--- config.mk ---
export PLATFORM = sky130hd
export DESIGN_NAME = markup_tag_tokenizer_unit
export DESIGN_NICKNAME = d
export VERILOG_FILES = /design/src/design/mtt_pkg.sv /design/src/design/mtt_step.sv /design/src/design/markup_tag_tokenizer_unit.sv
export SDC_FILE = /design/constraint.sdc
export NUM_CORES = 1
export LEC_CHECK = 0
export CORE_ASPECT_RATIO = 0.6
export CORE_MARGIN = 2
export CORE_UTILIZATION = 50
export DETAILED_ROUTE_END_ITERATION = 10
export DONT_BUFFER_PORTS = 1
export RECOVER_POWER = 50
export SETUP_SLACK_MARGIN = 0.15
export SLEW_MARGIN = 10
export SYNTH_ARGS = -nofsm -noshare
export SYNTH_HDL_FRONTEND = slang
export SYNTH_SLANG_ARGS = --single-unit
--- constraint.sdc ---
create_clock -name clk -period 7.41 [get_ports clk]
set_input_delay 1.482 -clock clk [delete_from_list [all_inputs] [get_ports clk]]
set_output_delay 1.482 -clock clk [all_outputs]
set_load 0.02 [all_outputs]
--- src/design/mtt_pkg.sv ---
`default_nettype none

package mtt_pkg;

    typedef enum logic [3:0] {
        PH_IDLE     = 4'd0,
        PH_TEXT     = 4'd1,
        PH_AFTER_LT = 4'd2,
        PH_CLOSE    = 4'd3,
        PH_OPEN     = 4'd4,
        PH_ATTR_WS  = 4'd5,
        PH_ATTR     = 4'd6,
        PH_VAL_WS   = 4'd7,
        PH_VAL_Q    = 4'd8
    } phase_t;

    localparam logic [2:0] ROLE_SKIP      = 3'd0;
    localparam logic [2:0] ROLE_TEXT      = 3'd1;
    localparam logic [2:0] ROLE_OPEN_NAME = 3'd2;
    localparam logic [2:0] ROLE_CLOSENAME = 3'd3;
    localparam logic [2:0] ROLE_ATTR_NAME = 3'd4;
    localparam logic [2:0] ROLE_ATTR_VAL  = 3'd5;
    localparam logic [2:0] ROLE_DELIM     = 3'd6;

    localparam logic [1:0] TB_NONE  = 2'd0;
    localparam logic [1:0] TB_TEXT  = 2'd1;
    localparam logic [1:0] TB_OPEN  = 2'd2;
    localparam logic [1:0] TB_CLOSE = 2'd3;

    localparam logic [2:0] TE_NONE       = 3'd0;
    localparam logic [2:0] TE_TEXT_BEFORE = 3'd1;
    localparam logic [2:0] TE_OPEN       = 3'd2;
    localparam logic [2:0] TE_CLOSE      = 3'd3;
    localparam logic [2:0] TE_TEXT_AFTER = 3'd4;
    localparam logic [2:0] TE_CUT        = 3'd5;

    localparam logic [1:0] ST_NONE   = 2'd0;
    localparam logic [1:0] ST_EMPTY  = 2'd1;
    localparam logic [1:0] ST_QUOTED = 2'd2;
    localparam logic [1:0] ST_CUT    = 2'd3;

    localparam logic [7:0] CH_LT    = 8'h3C;
    localparam logic [7:0] CH_GT    = 8'h3E;
    localparam logic [7:0] CH_SLASH = 8'h2F;
    localparam logic [7:0] CH_EQ    = 8'h3D;
    localparam logic [7:0] CH_QUOTE = 8'h22;

    typedef struct packed {
        logic [2:0] role;
        logic [1:0] token_begins;
        logic [2:0] token_ends;
        logic       name_begins;
        logic       empty_name;
        logic [1:0] attr_store;
    } result_t;

endpackage

`default_nettype wire

--- src/design/mtt_step.sv ---
`default_nettype none

module mtt_step (
    input  wire mtt_pkg::phase_t  phase,
    input  wire logic             name_seen,
    input  wire logic [7:0]       char_in,
    input  wire logic             last_byte,
    output mtt_pkg::result_t      result,
    output mtt_pkg::phase_t       phase_next,
    output logic                  name_seen_next
);

    typedef struct packed {
        mtt_pkg::result_t res;
        mtt_pkg::phase_t  ph;
        logic             ns;
        logic             again;
    } pass_t;

    function automatic logic is_ws(input logic [7:0] c);
        return (c == 8'd32) || (c >= 8'd9 && c <= 8'd13);
    endfunction

    function automatic logic is_alnum(input logic [7:0] c);
        return (c >= 8'd48 && c <= 8'd57) || (c >= 8'd65 && c <= 8'd90)
            || (c >= 8'd97 && c <= 8'd122);
    endfunction

    function automatic pass_t do_pass(input mtt_pkg::phase_t ph, input logic ns,
                                      input logic [7:0] c);
        pass_t p;
        p       = '0;
        p.ph    = ph;
        p.ns    = ns;
        case (ph)
            mtt_pkg::PH_IDLE:
            begin
                if (is_ws(c)) begin
                    p.res.role = mtt_pkg::ROLE_SKIP;
                end else if (c == mtt_pkg::CH_LT) begin
                    p.res.role = mtt_pkg::ROLE_DELIM;
                    p.ph       = mtt_pkg::PH_AFTER_LT;
                end else begin
                    p.res.role         = mtt_pkg::ROLE_TEXT;
                    p.res.token_begins = mtt_pkg::TB_TEXT;
                    p.ph               = mtt_pkg::PH_TEXT;
                end
            end
            mtt_pkg::PH_TEXT:
            begin
                if (c == mtt_pkg::CH_LT) begin
                    p.res.role       = mtt_pkg::ROLE_DELIM;
                    p.res.token_ends = mtt_pkg::TE_TEXT_BEFORE;
                    p.ph             = mtt_pkg::PH_AFTER_LT;
                end else begin
                    p.res.role = mtt_pkg::ROLE_TEXT;
                end
            end
            mtt_pkg::PH_AFTER_LT:
            begin
                if (c == mtt_pkg::CH_SLASH) begin
                    p.res.role         = mtt_pkg::ROLE_DELIM;
                    p.res.token_begins = mtt_pkg::TB_CLOSE;
                    p.ph               = mtt_pkg::PH_CLOSE;
                end else begin
                    p.res.token_begins = mtt_pkg::TB_OPEN;
                    p.ph               = mtt_pkg::PH_OPEN;
                    p.again            = 1'b1;
                end
            end
            mtt_pkg::PH_CLOSE:
            begin
                if (c == mtt_pkg::CH_GT) begin
                    p.res.role       = mtt_pkg::ROLE_DELIM;
                    p.res.token_ends = mtt_pkg::TE_CLOSE;
                    p.ph             = mtt_pkg::PH_IDLE;
                end else begin
                    p.res.role = mtt_pkg::ROLE_CLOSENAME;
                end
            end
            mtt_pkg::PH_OPEN:
            begin
                if (is_ws(c)) begin
                    p.res.role = mtt_pkg::ROLE_SKIP;
                    p.ns       = 1'b0;
                    p.ph       = mtt_pkg::PH_ATTR_WS;
                end else if (c == mtt_pkg::CH_GT) begin
                    p.res.role       = mtt_pkg::ROLE_DELIM;
                    p.res.token_ends = mtt_pkg::TE_OPEN;
                    p.ph             = mtt_pkg::PH_IDLE;
                end else begin
                    p.res.role = mtt_pkg::ROLE_OPEN_NAME;
                end
            end
            mtt_pkg::PH_ATTR_WS, mtt_pkg::PH_ATTR:
            begin
                if (c == mtt_pkg::CH_GT) begin
                    p.res.role       = mtt_pkg::ROLE_DELIM;
                    p.res.token_ends = mtt_pkg::TE_OPEN;
                    p.ph             = mtt_pkg::PH_IDLE;
                    p.ns             = 1'b0;
                end else if (c == mtt_pkg::CH_EQ) begin
                    p.res.role       = mtt_pkg::ROLE_DELIM;
                    p.res.empty_name = ~ns;
                    p.ns             = 1'b0;
                    p.ph             = mtt_pkg::PH_VAL_WS;
                end else if (is_alnum(c)) begin
                    p.res.role        = mtt_pkg::ROLE_ATTR_NAME;
                    p.res.name_begins = (ph == mtt_pkg::PH_ATTR_WS);
                    p.ns              = 1'b1;
                    p.ph              = mtt_pkg::PH_ATTR;
                end else if (is_ws(c)) begin
                    p.res.role = mtt_pkg::ROLE_SKIP;
                    p.ph       = mtt_pkg::PH_ATTR_WS;
                end else begin
                    p.res.role = mtt_pkg::ROLE_SKIP;
                end
            end
            mtt_pkg::PH_VAL_WS:
            begin
                if (is_ws(c)) begin
                    p.res.role = mtt_pkg::ROLE_SKIP;
                end else if (c == mtt_pkg::CH_QUOTE) begin
                    p.res.role = mtt_pkg::ROLE_DELIM;
                    p.ph       = mtt_pkg::PH_VAL_Q;
                end else begin
                    p.res.attr_store = mtt_pkg::ST_EMPTY;
                    p.ns             = 1'b0;
                    p.ph             = mtt_pkg::PH_ATTR_WS;
                    p.again          = 1'b1;
                end
            end
            mtt_pkg::PH_VAL_Q:
            begin
                if (c == mtt_pkg::CH_QUOTE) begin
                    p.res.role       = mtt_pkg::ROLE_DELIM;
                    p.res.attr_store = mtt_pkg::ST_QUOTED;
                    p.ns             = 1'b0;
                    p.ph             = mtt_pkg::PH_ATTR_WS;
                end else begin
                    p.res.role = mtt_pkg::ROLE_ATTR_VAL;
                end
            end
            default:
            begin
                p.ph = mtt_pkg::PH_IDLE;
                p.ns = 1'b0;
            end
        endcase
        return p;
    endfunction

    pass_t            first_pass;
    pass_t            second_pass;
    mtt_pkg::result_t merged;
    mtt_pkg::phase_t  merged_ph;
    logic             merged_ns;

    // a re-handled byte never carries a role from its first pass, so events merge by OR
    always_comb
    begin
        first_pass  = do_pass(phase, name_seen, char_in);
        second_pass = do_pass(first_pass.ph, first_pass.ns, char_in);
        if (first_pass.again) begin
            merged    = first_pass.res | second_pass.res;
            merged_ph = second_pass.ph;
            merged_ns = second_pass.ns;
        end else begin
            merged    = first_pass.res;
            merged_ph = first_pass.ph;
            merged_ns = first_pass.ns;
        end
    end

    always_comb
    begin
        result         = merged;
        phase_next     = merged_ph;
        name_seen_next = merged_ns;
        if (last_byte) begin
            if (merged_ph == mtt_pkg::PH_VAL_Q) begin
                result.attr_store = mtt_pkg::ST_CUT;
            end else if (merged_ph == mtt_pkg::PH_VAL_WS) begin
                result.attr_store = mtt_pkg::ST_EMPTY;
            end
            if (merged_ph == mtt_pkg::PH_TEXT) begin
                result.token_ends = mtt_pkg::TE_TEXT_AFTER;
            end else if (merged_ph != mtt_pkg::PH_IDLE) begin
                result.token_ends = mtt_pkg::TE_CUT;
            end
            if (merged_ph == mtt_pkg::PH_AFTER_LT) begin
                result.token_begins = mtt_pkg::TB_OPEN;
            end
            phase_next     = mtt_pkg::PH_IDLE;
            name_seen_next = 1'b0;
        end
    end

endmodule

`default_nettype wire

--- src/design/markup_tag_tokenizer_unit.sv ---
// Channel  Handshake            Beat contents
// in       in_valid/in_stall    char_in, last_byte
// out      out_valid/out_stall  byte_value, role, token_begins, token_ends,
//                               name_begins, empty_name, attr_store, stream_done
//
// One beat in per cycle, one beat out per cycle, while out_stall is low.
// The parse phase advances as a byte moves from the input register to the result
// register; that step, taken only when the result register is free, sets the rate.
// rst_n clears valids and the phase to between-tokens; last_byte also returns it there.
// out_stall holds the result register and, once that is full, the input register.
`default_nettype none

module markup_tag_tokenizer_unit (
    input  wire logic       clk,
    input  wire logic       rst_n,
    input  wire logic       in_valid,
    output logic            in_stall,
    input  wire logic [7:0] char_in,
    input  wire logic       last_byte,
    output logic            out_valid,
    input  wire logic       out_stall,
    output logic [7:0]      byte_value,
    output logic [2:0]      role,
    output logic [1:0]      token_begins,
    output logic [2:0]      token_ends,
    output logic            name_begins,
    output logic            empty_name,
    output logic [1:0]      attr_store,
    output logic            stream_done
);

    logic             s1_valid_reg;
    logic [7:0]       s1_char_reg;
    logic             s1_last_reg;
    mtt_pkg::phase_t  phase_reg;
    mtt_pkg::phase_t  phase_next;
    logic             name_seen_reg;
    logic             name_seen_next;
    logic             out_valid_reg;
    logic [7:0]       out_char_reg;
    logic             out_last_reg;
    mtt_pkg::result_t out_result_reg;
    mtt_pkg::result_t result;
    logic             out_free;
    logic             s1_move;

    assign out_free = ~out_valid_reg | ~out_stall;
    assign s1_move  = s1_valid_reg & out_free;
    assign in_stall = s1_valid_reg & ~out_free;

    mtt_step u_step (
        .phase          (phase_reg),
        .name_seen      (name_seen_reg),
        .char_in        (s1_char_reg),
        .last_byte      (s1_last_reg),
        .result         (result),
        .phase_next     (phase_next),
        .name_seen_next (name_seen_next)
    );

    always_ff @(posedge clk or negedge rst_n)
    begin
        if (!rst_n) begin
            s1_valid_reg  <= 1'b0;
            out_valid_reg <= 1'b0;
            phase_reg     <= mtt_pkg::PH_IDLE;
            name_seen_reg <= 1'b0;
        end else begin
            if (!in_stall) begin
                s1_valid_reg <= in_valid;
            end
            if (out_free) begin
                out_valid_reg <= s1_valid_reg;
            end
            if (s1_move) begin
                phase_reg     <= phase_next;
                name_seen_reg <= name_seen_next;
            end
        end
    end

    always_ff @(posedge clk)
    begin
        if (!in_stall && in_valid) begin
            s1_char_reg <= char_in;
            s1_last_reg <= last_byte;
        end
        if (s1_move) begin
            out_char_reg   <= s1_char_reg;
            out_last_reg   <= s1_last_reg;
            out_result_reg <= result;
        end
    end

    assign out_valid    = out_valid_reg;
    assign byte_value   = out_char_reg;
    assign role         = out_result_reg.role;
    assign token_begins = out_result_reg.token_begins;
    assign token_ends   = out_result_reg.token_ends;
    assign name_begins  = out_result_reg.name_begins;
    assign empty_name   = out_result_reg.empty_name;
    assign attr_store   = out_result_reg.attr_store;
    assign stream_done  = out_last_reg;

endmodule

`default_nettype wire
# Yosys cells after proc, flatten, opt, wreduce, memory -nomap -nowiden
# Index checks and enable logic that the tools add are counted.
# W data, S select, Z words.
[totals]
reg_bits = 37
output_inout_bits = 23
elab_cells = 158
[classes]
order_cmp = 8
n_eq_ne = 26
n_mux = 85
bitwise = 9
n_reduce_logical = 16
[ops]
columns = ["operator", "n"]
rows = [
  ["$pmux W4 S8", 2],
  ["$mux W4", 15],
  ["$eq A8 B6 Y1 const B", 6],
  ["$pmux W3 S8", 2],
  ["$mux W3", 15],
  ["$eq A4 B3 Y1 const B", 9],
  ["$mux W2", 14],
  ["$mux W7", 4],
  ["$mux W5", 5],
  ["$pmux W3 S4", 2],
  ["$eq A4 B2 Y1 const B", 5],
  ["$mux W1", 18],
  ["$ge A8 B7 Y1 const B", 2],
  ["$le A8 B7 Y1 const B", 2],
  ["$pmux W2 S2", 4],
  ["$eq A4 B1 Y1 const B", 3],
  ["$eq A4 B4 Y1 const B", 3],
  ["$mux W12", 1],
  ["$or A12 B12 Y12", 1],
  ["$pmux W1 S5", 2],
  ["$ge A8 B4 Y1 const B", 1],
  ["$ge A8 B6 Y1 const B", 1],
  ["$le A8 B4 Y1 const B", 1],
  ["$le A8 B6 Y1 const B", 1],
  ["other kinds (11)", 25],
]

# Logic depth before layout (Yosys ltp)
[depth]
word_depth = 18
ltp_mapped = 10
depth_no_buf = 8

# Hierarchy
# Synthesis repeated with hierarchy kept, for this count alone.
[hier_totals]
cells_unflattened = 225
area_unflattened_um2 = 2314.7
[by_module_without_submodules]
columns = ["mod", "instances", "cells_per_inst", "area_per_inst_um2", "seq_area_each_um2"]
rows = [
  ["markup_tag_tokenizer_unit", 1, 48, 1181.1, 1076.0],
  ["mtt_step", 1, 177, 1133.6, 0.0],
]

# Worst setup path before layout
# OpenSTA, ideal clock, no wires.
[synth_timing]
path_type = "in2out"
startpoint = "input out_stall"
endpoint = "output in_stall"
t_arrival_ns = 1.720
required_time_ns = 5.928
setup_slack_ns = 4.208
stages = 2
path_cell_list = "nand3_1 > inv_1"
[synth_via]
elab_chain_cells = 4
[synth_lines]
columns = ["element", "line_no", "text"]
rows = [
  ["from (decl)", "markup_tag_tokenizer_unit.sv:21", "input wire logic out_stall,"],
  ["$not A1 Y1", "markup_tag_tokenizer_unit.sv:47", "assign out_free = ~out_valid_reg | ~out_stall;"],
  ["$or A1 B1 Y1", "markup_tag_tokenizer_unit.sv:47", ""],
  ["$not A1 Y1", "markup_tag_tokenizer_unit.sv:49", "assign in_stall = s1_valid_reg & ~out_free;"],
  ["$and A1 B1 Y1", "markup_tag_tokenizer_unit.sv:49", ""],
  ["to (decl)", "markup_tag_tokenizer_unit.sv:17", "output logic in_stall,"],
]
# No other way between the ends.

# Worst setup path in the final report
# Same ends and word-level chain as after synthesis.

==> summary.md <==
| Metric | Value |
|---|---|
| WP data required | `a little under 6 ns` |
| Setup CP Type | `in2out` |
| Syn_area_per_cell | `between 10 and 15 µm²` |
| IO Pins | `36` |
| Antenna diode count | `0` |
| Area growth syn-to-layout | `5.562%` |
| Worst R2R Path Depth | `8` |
| R2R Path Start | `s1_char_reg[1]` |
| Synth top area cells | `edfxtp_1 (42%), dfrtp_1 (8.1%), nand2_1 (4.5%)` |
| PortBufs | `0` |
| Library cells used by synthesis | `60` |
| GPL Wtd Cong | `1.025` |
| Count leader, synth | `edfxtp_1` |
| Dpl ws | `roughly 4.2 ns` |
| Clock insertion delay at the later pin of the skew report | `0.30 ns` |
| Fin Setup TNS | `0 ns` |
| Unrepaired setup endpoints after global routing | `false` |
| Final core occ | `about 55%` |
| Seq/Total Area, Yosys | `approximately half` |
| Max Freq | `roughly 0.31 GHz` |
| Min setup slack post-route | `4.179 ns` |
| DRC Markers | `0` |
| Fin crit share | `a little over two fifths` |
| Worst Setup Start Kind | `primary input` |
| Outcome | `finished, final reports clean` |
| Crit path launch | `out_stall` |
| Clock Path Buffers | `2` |
| Least-Margin Pin Slew | `approximately 0.78 ns` |
| Setup crit end kind | `primary output` |
| Hold path startpoint | `s1_valid_reg` |
| Largest fanout on the critical path | `3` |
| Clk sinks | `37` |
| HP Class | `reg2reg` |
| Max-slew violations | `0` |
| # Max-Cap Violations | `0` |
| Worst-path clk slew | `0.07 ns` |
| Worst Hold Depth | `1` |
| Largest net degree at the start of global routing | `22` |
| Fin. Hold Viols | `0` |
| CTS root buf | `clkbuf_8` |
| Worst path arrival time | `between 1.5 and 2 ns` |
| DRT iter0 DRCs | `around 170` |
| Max-slew headroom | `48.14%` |
| Gr usage total | `between 20% and 30%` |
| # setup viols final | `0` |
| Design area | `~2300 µm²` |
| Post-synth top area cell | `edfxtp_1` |
| Reg2reg end | `token_ends[2]` |
| Grt total ovfl | `0` |
| Core Area | `between 4000 and 5000 µm²` |
| Pleak | `roughly 0.8 nW` |
| DP Area | `roughly 2200 µm²` |
| Drt total wl | `5219 µm` |
| Post-Syn Instances | `slightly above 200` |
| Post-DRT Antenna Nets | `0` |
| Post-CTS Setup Repair Bufs | `0` |
| Die area | `4878 µm²` |
| Die Y | `roughly 55 µm` |
| Pre-antenna DRT Iters | `6` |
| Post-synth ARST share | `a little under a fifth` |
| Hold buffers post-CTS | `0` |
| CTS tree | `done` |
| Starting density of the core | `52.40%` |
| Top cells by count, synth | `edfxtp_1 (30), nand2_1 (26), nor2_1 (18), nand3_1 (11), a21oi_1 (10)` |
| Max H-tree Level | `2` |
| Layout cell share with drive strength beyond 1 | `about an eighth` |
| Crit-path slowest cell | `inv_1` |
| Number of gates resized after CTS | `0` |
| Hold Path Sink | `out_valid` |
| Total chip power | `just under 0.0005 W` |
| Worst path buffer plus inverter count | `1` |
| Final #Nets | `216` |
| Die X | `about 89 µm` |
| Delay of the slowest cell on the worst path | `0.18 ns` |
| Final Skew | `between 0.003 and 0.004 ns` |
| Synth top area share | `41.71%` |
| Mean number of vias per cell | `roughly 6.5` |
| Fillers | `between 300 and 400` |
| Post-synthesis cell area | `approximately 2200 µm²` |
| Peak supply drop | `approximately 180 µV` |
| Total CTS buffers | `5` |
| Yosys warnings | `0` |
| DP HPWL | `3748 µm` |
| Initial antenna violation count | `0` |
| Routed len/inst | `just under 20 µm` |
| PwrDens | `215.0 nW/µm²` |
| Period minus WS final | `3.231 ns` |
| Post-synth EDFFs | `30` |
| Net Count, Synth | `219` |
| CP Cell Sequence | `nand3_1, inv_1` |
| First-pass GRT wire length | `approximately 8200 µm` |
| Via count | `1,713` |
| Flops & latches, synth | `37` |
| CP delay by family, top | `buffers and inverters` |
| Most used flip-flop cell after synthesis | `edfxtp_1` |
| Reg2reg setup slack | `~4.3 ns` |
| Std cell rows | `18` |
| Number of global-route vias before repair | `about 1,500` |
worst reg2reg max path: stages, from the launching register on:
cell and delay (ns):
edfxtp_1 0.62, or4b_1 0.62, a21oi_2 0.19, o21a_1 0.33, o32ai_1 0.21, nor3_4 0.34
a211o_1 0.18, nand2_1 0.10, o31a_1 0.31
cells in the final DEF (no fill, tap or decap), types with 2 or more instances in the layout:
cell type | synthesis | routed
edfxtp_1 | 30 | 30
a21oi_2 | 2 | 2
a31oi_1 | 2 | 2
o32ai_1 | 2 | 2
mux2i_1 | 2 | 2
nand2_1 | 26 | 26
nand4b_1 | 3 | 3
or4b_2 | 2 | 2
nand3b_1 | 3 | 3
nand4_1 | 3 | 3
nor3b_1 | 2 | 2
nor4b_1 | 2 | 2
clkbuf_8 | 0 | 5
o21ai_0 | 7 | 7
a211oi_1 | 2 | 2
nand2b_1 | 3 | 3
nor2b_1 | 4 | 4
nand3_1 | 11 | 11
or4b_1 | 2 | 2
a21oi_1 | 10 | 10
xor2_1 | 3 | 3
nor4_1 | 4 | 4
a22o_1 | 3 | 3
inv_1 | 3 | 3
o21bai_1 | 2 | 2
a21boi_0 | 2 | 2
a31o_2 | 2 | 2
nor2_1 | 18 | 18
xnor2_1 | 2 | 2
nor3_1 | 5 | 5
dfrtp_1 | 7 | 7
worst max-delay path by stage:
stage | slack (ns) | to | depth (start not counted)
final | 4.18 | in_stall | 2
after global routing | 4.11 | token_ends[2] | 8
after CTS | 4.17 | in_stall | 2
after detailed placement | 4.17 | in_stall | 2
after global placement | 4.19 | in_stall | 2
after floorplan | 4.21 | in_stall | 2
routing by layer:
layer  share of wire, %  global-route usage (%)
met1                 47                   36.75
met2                 38                   29.48
met3                 12                   7.418
met4                1.5                   7.576
met5               0.67                   6.818
layout make-up:
type	instances	area (µm²)	area share, %
multi-input cells	156	1007	44.18
clock buffers	5	68.82	3.019
clock inverters	3	41.29	1.811
inverters	3	11.26	0.4940
well taps	60	75.07	3.293
flip-flops and latches	37	1076	47.20
where the power goes:
part           total [W]  leakage (nW)  switching [W]  internal (W)
logic          0.0000414         0.369      0.0000271     0.0000142
registers       0.000274         0.380      0.0000304      0.000244
clock network   0.000175        0.0518      0.0000758     0.0000990
through the flow:
stage / std cells / hold WS (ns)
detailed placement: 256 / 0.4804
CTS: 264 / 0.5063
global route: 264 / 0.5321
finish: 264 / 0.5097
global placement: 256 / 0.4749
floorplan: 206 / 0.4507
cell families after synthesis:
logic type	Yosys count	share of synthesized area (%)
AND/OR/NAND/NOR	101	26.94
AO/OA/AOI/OAI	47	16.11
flip-flops	37	49.83
buffers and inverters	13	3.476
XOR/XNOR	5	2.028
multiplexers	3	1.622
Note: power is estimated with default switching activity, not from simulation.
